===== src/rtl/core/lspf_pkg.sv =====
// lspf_pkg: types, constants and lookup tables shared by the strand packet framer
// no dependencies; imported by every module of the framer
`timescale 1ns / 1ps
`default_nettype none

package lspf_pkg;

   localparam int BYTE_W        = 8;
   localparam int UNIT_W        = 3;
   localparam int SIU_W         = 4;
   localparam int STRAND_W      = 6;
   localparam int POS_W         = 6;
   localparam int FLAGS_W       = 24;
   localparam int CSR_IDX_W     = 4;
   localparam int FLAG_REGS     = 8;
   localparam int SEQ_W         = 5;
   localparam int HEAD_BYTES    = 9;
   localparam int GAP_ROM_SIZE  = 57;
   localparam int QUEUE_DEPTH   = 4;
   localparam int QPTR_W        = 2;
   localparam int QCNT_W        = 3;

   localparam logic [FLAGS_W-1:0] FLAGS_UNIT0_RESET = 24'h00F0FF;

   // byte positions within the sequence of one item
   localparam logic [SEQ_W-1:0] SEQ_FIRST     = 5'd0;
   localparam logic [SEQ_W-1:0] SEQ_ZERO      = 5'd9;
   localparam logic [SEQ_W-1:0] SEQ_SNUM      = 5'd16;
   localparam logic [SEQ_W-1:0] SEQ_BLEN      = 5'd20;
   localparam logic [SEQ_W-1:0] SEQ_FLAG_X    = 5'd21;
   localparam logic [SEQ_W-1:0] SEQ_FLAG_Y    = 5'd22;
   localparam logic [SEQ_W-1:0] SEQ_FLAG_Z    = 5'd23;
   localparam logic [SEQ_W-1:0] SEQ_BLACK     = 5'd24;
   localparam logic [SEQ_W-1:0] SEQ_RED       = 5'd27;
   localparam logic [SEQ_W-1:0] SEQ_GREEN     = 5'd28;
   localparam logic [SEQ_W-1:0] SEQ_BLUE      = 5'd29;

   localparam logic [BYTE_W-1:0] FIXED_HEAD [HEAD_BYTES] = '{
      8'h04, 8'h01, 8'hdc, 8'h4a, 8'h01, 8'h00, 8'h08, 8'h01, 8'h00
   };

   localparam logic [BYTE_W-1:0] GAP_ROM [GAP_ROM_SIZE] = '{
      8'd45, 8'd45, 8'd45, 8'd44, 8'd44, 8'd43, 8'd42, 8'd41,
      8'd41, 8'd40, 8'd39, 8'd38, 8'd38, 8'd37, 8'd36,
      8'd35, 8'd35, 8'd34, 8'd33, 8'd32, 8'd31, 8'd31,
      8'd30, 8'd29, 8'd28, 8'd28, 8'd27, 8'd26, 8'd25,
      8'd25, 8'd24, 8'd23, 8'd22, 8'd21, 8'd21, 8'd20,
      8'd19, 8'd18, 8'd17, 8'd17, 8'd16, 8'd15, 8'd14,
      8'd13, 8'd13, 8'd12, 8'd11, 8'd10, 8'd10, 8'd9,
      8'd8,  8'd7,  8'd6,  8'd6,  8'd5,  8'd4,  8'd3
   };

   typedef struct packed {
      logic [BYTE_W-1:0] red;
      logic [BYTE_W-1:0] green;
      logic [BYTE_W-1:0] blue;
   } req_type;

   typedef struct packed {
      logic [BYTE_W-1:0] data_byte;
      logic [UNIT_W-1:0] dest_unit;
      logic              packet_end;
      logic              frame_end;
      logic              item_last;
   } rsp_type;

   // one classified pixel waiting for byte emission
   typedef struct packed {
      req_type            pixel;
      logic [FLAGS_W-1:0] flags;
      logic [UNIT_W-1:0]  unit;
      logic [SIU_W-1:0]   snum;
      logic [BYTE_W-1:0]  blen;
      logic               head;
      logic               black;
      logic               pkt_end;
      logic               frm_end;
   } desc_type;

   function automatic logic [BYTE_W-1:0] gap_pos(input logic [STRAND_W-1:0] s);
      logic [BYTE_W-1:0] g;
      g = 8'hff;
      if (s < STRAND_W'(GAP_ROM_SIZE)) begin
         g = GAP_ROM[s] - 8'd1;
      end
      return g;
   endfunction

   function automatic logic [SIU_W-1:0] unit_len(input logic [UNIT_W-1:0] u);
      return (u == '0) ? 4'd8 : 4'd7;
   endfunction

endpackage

`default_nettype wire


===== src/rtl/core/lspf_front.sv =====
// lspf_front: accepts pixels, tracks strand and unit position, holds the flag registers
// and builds one descriptor per item; depends on lspf_pkg
`timescale 1ns / 1ps
`default_nettype none

module lspf_front #(
   parameter int STRAND_LEN   = 44,
   parameter int STRAND_COUNT = 57,
   parameter int UNIT_COUNT   = 8
) (
   input  wire logic                         clock,
   input  wire logic                         reset,
   input  wire logic                         req_valid,
   output      logic                         req_ready,
   input  wire lspf_pkg::req_type            req_data,
   input  wire logic                         csr_valid,
   output      logic                         csr_ready,
   input  wire logic [lspf_pkg::CSR_IDX_W-1:0] csr_index,
   input  wire logic [lspf_pkg::FLAGS_W-1:0] csr_data,
   input  wire logic                         q_full,
   output      logic                         push,
   output      lspf_pkg::desc_type           push_desc
);
   import lspf_pkg::*;

   localparam logic [BYTE_W-1:0] BLEN_GAP   = BYTE_W'(3 * (STRAND_LEN + 1));
   localparam logic [BYTE_W-1:0] BLEN_PLAIN = BYTE_W'(3 * STRAND_LEN);

   logic [FLAGS_W-1:0]  flags_ff [FLAG_REGS];
   logic [UNIT_W-1:0]   unit_ff, unit_in;
   logic [SIU_W-1:0]    siu_ff, siu_in;
   logic [STRAND_W-1:0] strand_ff, strand_in;
   logic [POS_W-1:0]    pos_ff, pos_in;

   logic [BYTE_W-1:0]   gap;
   logic                has_gap;
   logic [SIU_W-1:0]    ulen;
   logic                last_pixel;
   logic                frame_done;

   assign req_ready = !q_full;
   assign csr_ready = 1'b1;
   assign push      = req_valid && req_ready;

   assign gap        = gap_pos(strand_ff);
   assign has_gap    = gap < BYTE_W'(STRAND_LEN);
   assign ulen       = unit_len(unit_ff);
   assign last_pixel = ({1'b0, pos_ff} + 7'd1) >= 7'(STRAND_LEN);
   assign frame_done = ({1'b0, strand_ff} + 7'd1) >= 7'(STRAND_COUNT);

   always_comb begin
      push_desc.pixel   = req_data;
      push_desc.flags   = flags_ff[unit_ff];
      push_desc.unit    = unit_ff;
      push_desc.snum    = ulen - siu_ff;
      push_desc.blen    = has_gap ? BLEN_GAP : BLEN_PLAIN;
      push_desc.head    = (pos_ff == '0);
      push_desc.black   = has_gap && ({2'b00, pos_ff} == gap);
      push_desc.pkt_end = last_pixel;
      push_desc.frm_end = last_pixel && frame_done;
   end

   always_comb begin
      unit_in   = unit_ff;
      siu_in    = siu_ff;
      strand_in = strand_ff;
      pos_in    = pos_ff;
      if (push) begin
         if (last_pixel) begin
            pos_in = '0;
            if (frame_done) begin
               unit_in   = '0;
               siu_in    = '0;
               strand_in = '0;
            end else begin
               strand_in = strand_ff + 6'd1;
               if (({1'b0, siu_ff} + 5'd1) >= {1'b0, ulen}) begin
                  siu_in = '0;
                  if (({1'b0, unit_ff} + 4'd1) >= 4'(UNIT_COUNT)) begin
                     unit_in = '0;
                  end else begin
                     unit_in = unit_ff + 3'd1;
                  end
               end else begin
                  siu_in = siu_ff + 4'd1;
               end
            end
         end else begin
            pos_in = pos_ff + 6'd1;
         end
      end
   end

   always_ff @(posedge clock) begin
      if (reset) begin
         unit_ff   <= '0;
         siu_ff    <= '0;
         strand_ff <= '0;
         pos_ff    <= '0;
      end else begin
         unit_ff   <= unit_in;
         siu_ff    <= siu_in;
         strand_ff <= strand_in;
         pos_ff    <= pos_in;
      end
   end

   always_ff @(posedge clock) begin
      if (reset) begin
         for (int i = 0; i < FLAG_REGS; i++) begin
            flags_ff[i] <= (i == 0) ? FLAGS_UNIT0_RESET : '0;
         end
      end else if (csr_valid && csr_ready && (csr_index < CSR_IDX_W'(FLAG_REGS))) begin
         flags_ff[csr_index[UNIT_W-1:0]] <= csr_data;
      end
   end

endmodule

`default_nettype wire


===== src/rtl/core/lspf_queue.sv =====
// lspf_queue: short descriptor queue between front and back
// depends on lspf_pkg
`timescale 1ns / 1ps
`default_nettype none

module lspf_queue (
   input  wire logic               clock,
   input  wire logic               reset,
   input  wire logic               push,
   input  wire lspf_pkg::desc_type push_desc,
   output      logic               q_full,
   input  wire logic               pop,
   output      logic               head_valid,
   output      lspf_pkg::desc_type head_desc
);
   import lspf_pkg::*;

   desc_type            entries_ff [QUEUE_DEPTH];
   logic [QPTR_W-1:0]   wr_ff, wr_in;
   logic [QPTR_W-1:0]   rd_ff, rd_in;
   logic [QCNT_W-1:0]   cnt_ff, cnt_in;

   assign q_full     = (cnt_ff == QCNT_W'(QUEUE_DEPTH));
   assign head_valid = (cnt_ff != '0);
   assign head_desc  = entries_ff[rd_ff];

   always_comb begin
      wr_in  = push ? wr_ff + QPTR_W'(1) : wr_ff;
      rd_in  = pop  ? rd_ff + QPTR_W'(1) : rd_ff;
      cnt_in = cnt_ff;
      if (push && !pop) begin
         cnt_in = cnt_ff + QCNT_W'(1);
      end else if (pop && !push) begin
         cnt_in = cnt_ff - QCNT_W'(1);
      end
   end

   always_ff @(posedge clock) begin
      if (reset) begin
         wr_ff  <= '0;
         rd_ff  <= '0;
         cnt_ff <= '0;
      end else begin
         wr_ff  <= wr_in;
         rd_ff  <= rd_in;
         cnt_ff <= cnt_in;
      end
   end

   always_ff @(posedge clock) begin
      if (push) begin
         entries_ff[wr_ff] <= push_desc;
      end
   end

endmodule

`default_nettype wire


===== src/rtl/core/lspf_back.sv =====
// lspf_back: byte sequencer that turns each descriptor into header, gap and pixel bytes
// with a registered result stage; depends on lspf_pkg
`timescale 1ns / 1ps
`default_nettype none

module lspf_back (
   input  wire logic               clock,
   input  wire logic               reset,
   input  wire logic               head_valid,
   input  wire lspf_pkg::desc_type head_desc,
   output      logic               pop,
   output      logic               rsp_valid,
   input  wire logic               rsp_ready,
   output      lspf_pkg::rsp_type  rsp_data
);
   import lspf_pkg::*;

   logic              rsp_valid_ff, rsp_valid_in;
   rsp_type           rsp_data_ff, rsp_data_in;
   logic [SEQ_W-1:0]  seq_ff, seq_in;
   logic              first_ff, first_in;

   logic              advance;
   logic              emit;
   logic [SEQ_W-1:0]  start;
   logic [SEQ_W-1:0]  pos;
   logic              last;
   logic [BYTE_W-1:0] data;

   assign advance = !rsp_valid_ff || rsp_ready;
   assign emit    = head_valid && advance;
   assign start   = head_desc.head  ? SEQ_FIRST :
                    head_desc.black ? SEQ_BLACK : SEQ_RED;
   assign pos     = first_ff ? start : seq_ff;
   assign last    = (pos == SEQ_BLUE);
   assign pop     = emit && last;

   always_comb begin
      case (pos)
         SEQ_SNUM:   data = {4'b0000, head_desc.snum};
         SEQ_BLEN:   data = head_desc.blen;
         SEQ_FLAG_X: data = head_desc.flags[23:16];
         SEQ_FLAG_Y: data = head_desc.flags[15:8];
         SEQ_FLAG_Z: data = head_desc.flags[7:0];
         SEQ_RED:    data = head_desc.pixel.red;
         SEQ_GREEN:  data = head_desc.pixel.green;
         SEQ_BLUE:   data = head_desc.pixel.blue;
         default: begin
            if (pos < SEQ_ZERO) begin
               data = FIXED_HEAD[pos[3:0]];
            end else begin
               data = '0;
            end
         end
      endcase
   end

   always_comb begin
      seq_in   = seq_ff;
      first_in = first_ff;
      if (emit) begin
         if (last) begin
            first_in = 1'b1;
         end else begin
            first_in = 1'b0;
            if (pos == SEQ_FLAG_Z && !head_desc.black) begin
               seq_in = SEQ_RED;
            end else begin
               seq_in = pos + SEQ_W'(1);
            end
         end
      end
   end

   always_comb begin
      rsp_valid_in = rsp_valid_ff;
      rsp_data_in  = rsp_data_ff;
      if (emit) begin
         rsp_valid_in           = 1'b1;
         rsp_data_in.data_byte  = data;
         rsp_data_in.dest_unit  = head_desc.unit;
         rsp_data_in.packet_end = last && head_desc.pkt_end;
         rsp_data_in.frame_end  = last && head_desc.frm_end;
         rsp_data_in.item_last  = last;
      end else if (advance) begin
         rsp_valid_in = 1'b0;
      end
   end

   always_ff @(posedge clock) begin
      if (reset) begin
         rsp_valid_ff <= 1'b0;
         seq_ff       <= '0;
         first_ff     <= 1'b1;
      end else begin
         rsp_valid_ff <= rsp_valid_in;
         seq_ff       <= seq_in;
         first_ff     <= first_in;
      end
   end

   always_ff @(posedge clock) begin
      rsp_data_ff <= rsp_data_in;
   end

   assign rsp_valid = rsp_valid_ff;
   assign rsp_data  = rsp_data_ff;

endmodule

`default_nettype wire


===== src/rtl/core/led_strand_packet_framer_top.sv =====
// led_strand_packet_framer_top: LED strand packet framer, front, queue and back joined
// depends on lspf_pkg, lspf_front, lspf_queue, lspf_back
//
// The req channel takes one RGB pixel per item, strand by strand through the frame.
// The rsp channel gives the packet bytes, one per cycle unless stalled, each tagged
// with its power unit, the end of packet, the end of frame and the item's last byte.
// The csr channel writes the eight 24-bit flag registers; it is always ready and a
// write to an index of 8 or more is dropped.
// Each pixel gives 3 bytes; the first pixel of a strand adds 24 header bytes and the
// pixel at the strand's gap position adds 3 black bytes. The back sequencer emits one
// byte a cycle unless stalled, so a pixel gives 3 bytes, 6 at the gap and 27 to 30 at
// a strand start. Each item passes the descriptor queue, then the output register.
// A 4-entry descriptor queue lets the front keep taking pixels while the back works or
// the receiver stalls; req_ready falls only when the queue is full. A stalled rsp item
// holds its value in the output register.
// Reset clears strand, unit and pixel position, empties the queue, drops the output
// and sets the flags of unit 0 to 00 f0 ff and all others to zero.
`timescale 1ns / 1ps
`default_nettype none

module led_strand_packet_framer_top #(
   parameter int STRAND_LEN   = 44,
   parameter int STRAND_COUNT = 57,
   parameter int UNIT_COUNT   = 8
) (
   input  wire logic                           clock,
   input  wire logic                           reset,
   input  wire logic                           req_valid,
   output      logic                           req_ready,
   input  wire lspf_pkg::req_type              req_data,
   output      logic                           rsp_valid,
   input  wire logic                           rsp_ready,
   output      lspf_pkg::rsp_type              rsp_data,
   input  wire logic                           csr_valid,
   output      logic                           csr_ready,
   input  wire logic [lspf_pkg::CSR_IDX_W-1:0] csr_index,
   input  wire logic [lspf_pkg::FLAGS_W-1:0]   csr_data
);
   import lspf_pkg::*;

   logic     push;
   desc_type push_desc;
   logic     q_full;
   logic     pop;
   logic     head_valid;
   desc_type head_desc;

   lspf_front #(
      .STRAND_LEN   (STRAND_LEN),
      .STRAND_COUNT (STRAND_COUNT),
      .UNIT_COUNT   (UNIT_COUNT)
   ) u_front (
      .clock     (clock),
      .reset     (reset),
      .req_valid (req_valid),
      .req_ready (req_ready),
      .req_data  (req_data),
      .csr_valid (csr_valid),
      .csr_ready (csr_ready),
      .csr_index (csr_index),
      .csr_data  (csr_data),
      .q_full    (q_full),
      .push      (push),
      .push_desc (push_desc)
   );

   lspf_queue u_queue (
      .clock      (clock),
      .reset      (reset),
      .push       (push),
      .push_desc  (push_desc),
      .q_full     (q_full),
      .pop        (pop),
      .head_valid (head_valid),
      .head_desc  (head_desc)
   );

   lspf_back u_back (
      .clock      (clock),
      .reset      (reset),
      .head_valid (head_valid),
      .head_desc  (head_desc),
      .pop        (pop),
      .rsp_valid  (rsp_valid),
      .rsp_ready  (rsp_ready),
      .rsp_data   (rsp_data)
   );

endmodule

`default_nettype wire


===== config.mk =====
export PLATFORM = sky130hd
export DESIGN_NAME = led_strand_packet_framer_top
export DESIGN_NICKNAME = d
export VERILOG_FILES = /design/src/rtl/core/lspf_pkg.sv /design/src/rtl/core/lspf_front.sv /design/src/rtl/core/lspf_queue.sv /design/src/rtl/core/lspf_back.sv /design/src/rtl/core/led_strand_packet_framer_top.sv
export SDC_FILE = /design/constraint.sdc
export NUM_CORES = 1
export LEC_CHECK = 0
export BUFFER_PORTS_ARGS = -buffer_cell sky130_fd_sc_hd__buf_2
export CAP_MARGIN = 40
export CELL_PAD_IN_SITES_DETAIL_PLACEMENT = 1
export CELL_PAD_IN_SITES_GLOBAL_PLACEMENT = 1
export CORE_ASPECT_RATIO = 1.5
export CORE_MARGIN = 4
export CORE_UTILIZATION = 53
export CTS_CLUSTER_SIZE = 12
export DETAILED_ROUTE_END_ITERATION = 10
export GPL_ROUTABILITY_DRIVEN = 0
export PLACE_DENSITY = 0.81
export SLEW_MARGIN = 40
export SYNTH_ARGS = -nofsm -noshare
export SYNTH_HDL_FRONTEND = slang
export SYNTH_SLANG_ARGS = --single-unit

===== constraint.sdc =====
create_clock -name clock -period 5.46 [get_ports clock]
set_clock_uncertainty 0.05 [all_clocks]
set_input_delay 1.092 -clock clock [delete_from_list [all_inputs] [get_ports clock]]
set_output_delay 1.092 -clock clock [all_outputs]
set_load 0.1 [all_outputs]

==> results.toml <==
[setup_path]
crit_chain = "inv_1 > ha_1 > xor2_1 > nand2_1 > a221oi_1 > nor2_1 > ha_1 > nand2b_1 > a21oi_1 > mux2i_1 > o22ai_1 > a21oi_1 > or4b_1 > nor4_2"
crit_fanout = 13
reg2reg_to = "u_queue.entries_ff[0][2]"
slowest_delay_ns = 0.64
cp.arrival_ns = 4.75
rrSetupSlack_ns = 0.99
critical-path-slowest-cell = "dfxtp_1"
start_kind = "flip-flop"
setup.worst_path.class = "flip-flop to flip-flop"
cp_data_required_time_ns = 5.73
end_kind = "flip-flop"
reg2reg_depth = 14
worstReg2RegStart = "u_front.strand_ff[0]"

[pwr]
power_density_nw_per_um2 = 356
power.share.sequential = 0.533
ir_drop_mv = 0.290
internal_power_mw = 6.24
swShare = 0.255
p_switching_mw = 2.14
power_frac_comb = 0.110
power_leakage_nw = 7.75
clkPwrFrac = 0.357

[detailed_routing]
dr.pass1.iters = 5
wl_mm = 49.9
vias = 11900
ant_nets = 0
drtIter0Drc = 890
drc = 0
viasPerCell = 6.13
wl_per_cell_um = 25.8

[global_routing]
grt_antenna_before_repair = 4
grt_pass1_wl_mm = 77.2
grt_remaining_overflow = 0
grt_pass1_vias = 13000
grt_util_all_layers = 0.235
grt_max_degree = 61

[final_layout]
final_cell_mix = "446 x edfxtp_1, 189 x and2_1, 102 x mux4_2"
drive_gt1_frac = 0.213
layout.nets = 1495
final_common_cell = "edfxtp_1"
stdcell_count = 1937
utilization = 0.595
syn2layout_area_growth_pct = 10.4
n_fill_cell = 3587

[logic_synthesis]
avgSynthCellArea_um2 = 15.9
synth_cell_type_count = 72
synthAdderAreaFrac = 0.0201
synth_compound_area_frac = 0.0450
synth_ff_type = "edfxtp_1"
synth_nets = 1431
muxShareOfSynthArea = 0.130
synth_edf_count = 446
ys_warn_count = 0
synth_area_um2 = 21300
syn_inst = 1341
synth_seq_cells = 484
synth_xor_area_frac = 0.00823
ys_seq_area_frac = 0.665
yosys.area_share.simple = 0.109
async_flop_share = 0
synth_top_family_by_area = "multiplexers"

[floorplan]
fp.dieH_um = 253
ios = 74
start_util = 0.538
rows = 89
die-area_um2 = 43500
die_x_um = 172
core_um2 = 39500

[sta]
tightest_slew_ns = 0.844
max_freq_mhz = 224
relSlewSlack = 0.437
rsz0062_at_grt = "false"
hold_viol_final = 0
fin_crit_ns = 4.47
setup_viol = 0
finalWorstSetupSlack_ns = 0.987
final.setup.tns_ns = 0
slew_violations = 0
period_share = 0.819
hold_slack_ns = 0.441

[job]
max-cap-violations = 0

[clock_network]
cts_tree = "done"
cts.clk_slew.worst_paths_ns = 0.06
cts_hold_buf = 0
cts_buffers = 47
cts.sinks = 484
root_buffer = "clkbuf_16"
cts_max_level = 2
cts_buffer_depth = 3
ctsResizeCount = 0
post-cts-setup-buffer-count = 0
insertion_delay_ns = 0.58

[status]
status = "completed"

[min_path]
worstHoldStart = "u_back.rsp_valid"
holdPathStages = 2
min_path_type = "flip-flop to flip-flop"
min_to = "u_back.rsp_valid"

[placement]
io_buffers = 72
dp_hpwl_mm = 31.0
dp_slack_ns = 0.957
dpl.cell_count = 1856
## power groups by stage
stage / clock, mW / sequential [mW] / combinational, mW
2_1_floorplan: 0 / 4.77 / 0.389
3_3_place_gp: 0 / 4.51 / 0.896
3_5_place_dp: 0 / 4.54 / 0.924
4_1_cts: 3.04 / 4.46 / 0.929
5_1_grt: 3.20 / 4.48 / 0.978
6_report: 2.99 / 4.46 / 0.924
## flip-flops by register name (all words and copies together) (netlist names), named ones only
name	count
u_front.pos_ff	6
u_queue.rd_ff	2
u_queue.wr_ff	2
u_queue.cnt_ff	3
u_front.unit_ff	3
u_front.siu_ff	4
u_back.first_ff	1
u_queue.entries_ff	240
u_back.rsp_data	14
u_front.flags_ff	192
u_front.strand_ff	6
u_back.rsp_valid	1
u_back.seq_ff	5
## per-stage QoR
stage          instance area (um^2)  power, mW
2_1_floorplan                 21300       5.16
3_3_place_gp                  22100       5.40
3_5_place_dp                  22100       5.46
4_1_cts                       23500       8.43
5_1_grt                       23500       8.66
6_report                      23500       8.37
## Yosys cell counts, types with 20 or more instances
cell type | count | area [um^2]
edfxtp_1 | 446 | 13400
and2_1 | 189 | 1180
mux4_2 | 102 | 2300
clkbuf_1 | 50 | 188
nand2_1 | 47 | 176
a21oi_1 | 42 | 210
nor2_1 | 40 | 150
dfxtp_1 | 38 | 761
ha_1 | 31 | 388
nand3_1 | 29 | 145
inv_1 | 28 | 105
mux2_2 | 24 | 270
o21ai_0 | 23 | 115
mux2i_1 | 20 | 200
nand2b_1 | 20 | 125
## cell type report
type,count,area [um^2],area share
Antenna cell,3,7.51,0.000319
Clock buffer,72,1280,0.0544
Clock inverter,6,72.6,0.00309
Inverter,31,116,0.00495
Multi-Input combinational cell,749,6680,0.284
Sequential cell,484,14200,0.603
Tap cell,500,626,0.0266
Timing Repair Buffer,92,557,0.0237
## worst max path at each step
stage / to / from / depth (start not counted) / slack (ns)
after floorplan: u_queue.entries_ff[0][2] / u_front.strand_ff[1] / 15 / 1.67
after global placement: u_queue.entries_ff[2][2] / u_front.strand_ff[0] / 14 / 1.19
after detailed placement: u_queue.entries_ff[0][2] / u_front.strand_ff[0] / 14 / 0.96
after CTS: u_queue.entries_ff[0][2] / u_front.strand_ff[0] / 14 / 0.95
after global routing: u_queue.entries_ff[0][2] / u_front.strand_ff[0] / 14 / 0.60
final: u_queue.entries_ff[0][2] / u_front.strand_ff[0] / 14 / 0.99
## critical path: cells and delay by family, from the launching register on
family	cells	cell delay (ns)
buffers and inverters	1	0.25
XOR/XNOR	1	0.20
AO/OA/AOI/OAI	4	0.97
multiplexers	1	0.10
AND/OR/NAND/NOR	5	1.21
flip-flops	1	0.64
adder cells (fa/ha/maj)	2	0.80
## routing by layer
layer / track usage / vias up / share of wire
li1: - / 5260 / -
met2: 0.433 / 355 / 0.55
met3: 0.0349 / 86 / 0.048
met1: 0.284 / 6166 / 0.38
met4: 0.0689 / 2 / 0.024
met5: 0 / - / 0.00014
## cell families (layout without fill, tap and decap cells)
kind of cell,Yosys count,count (layout)
compound gates,144,144
xor+xnor,20,20
fa+ha+maj,33,33
buf+inv,108,201
flops,484,484
mux,146,146
other cells,1,4
simple gates,405,405
Note: power is estimated with default switching activity, not from simulation.
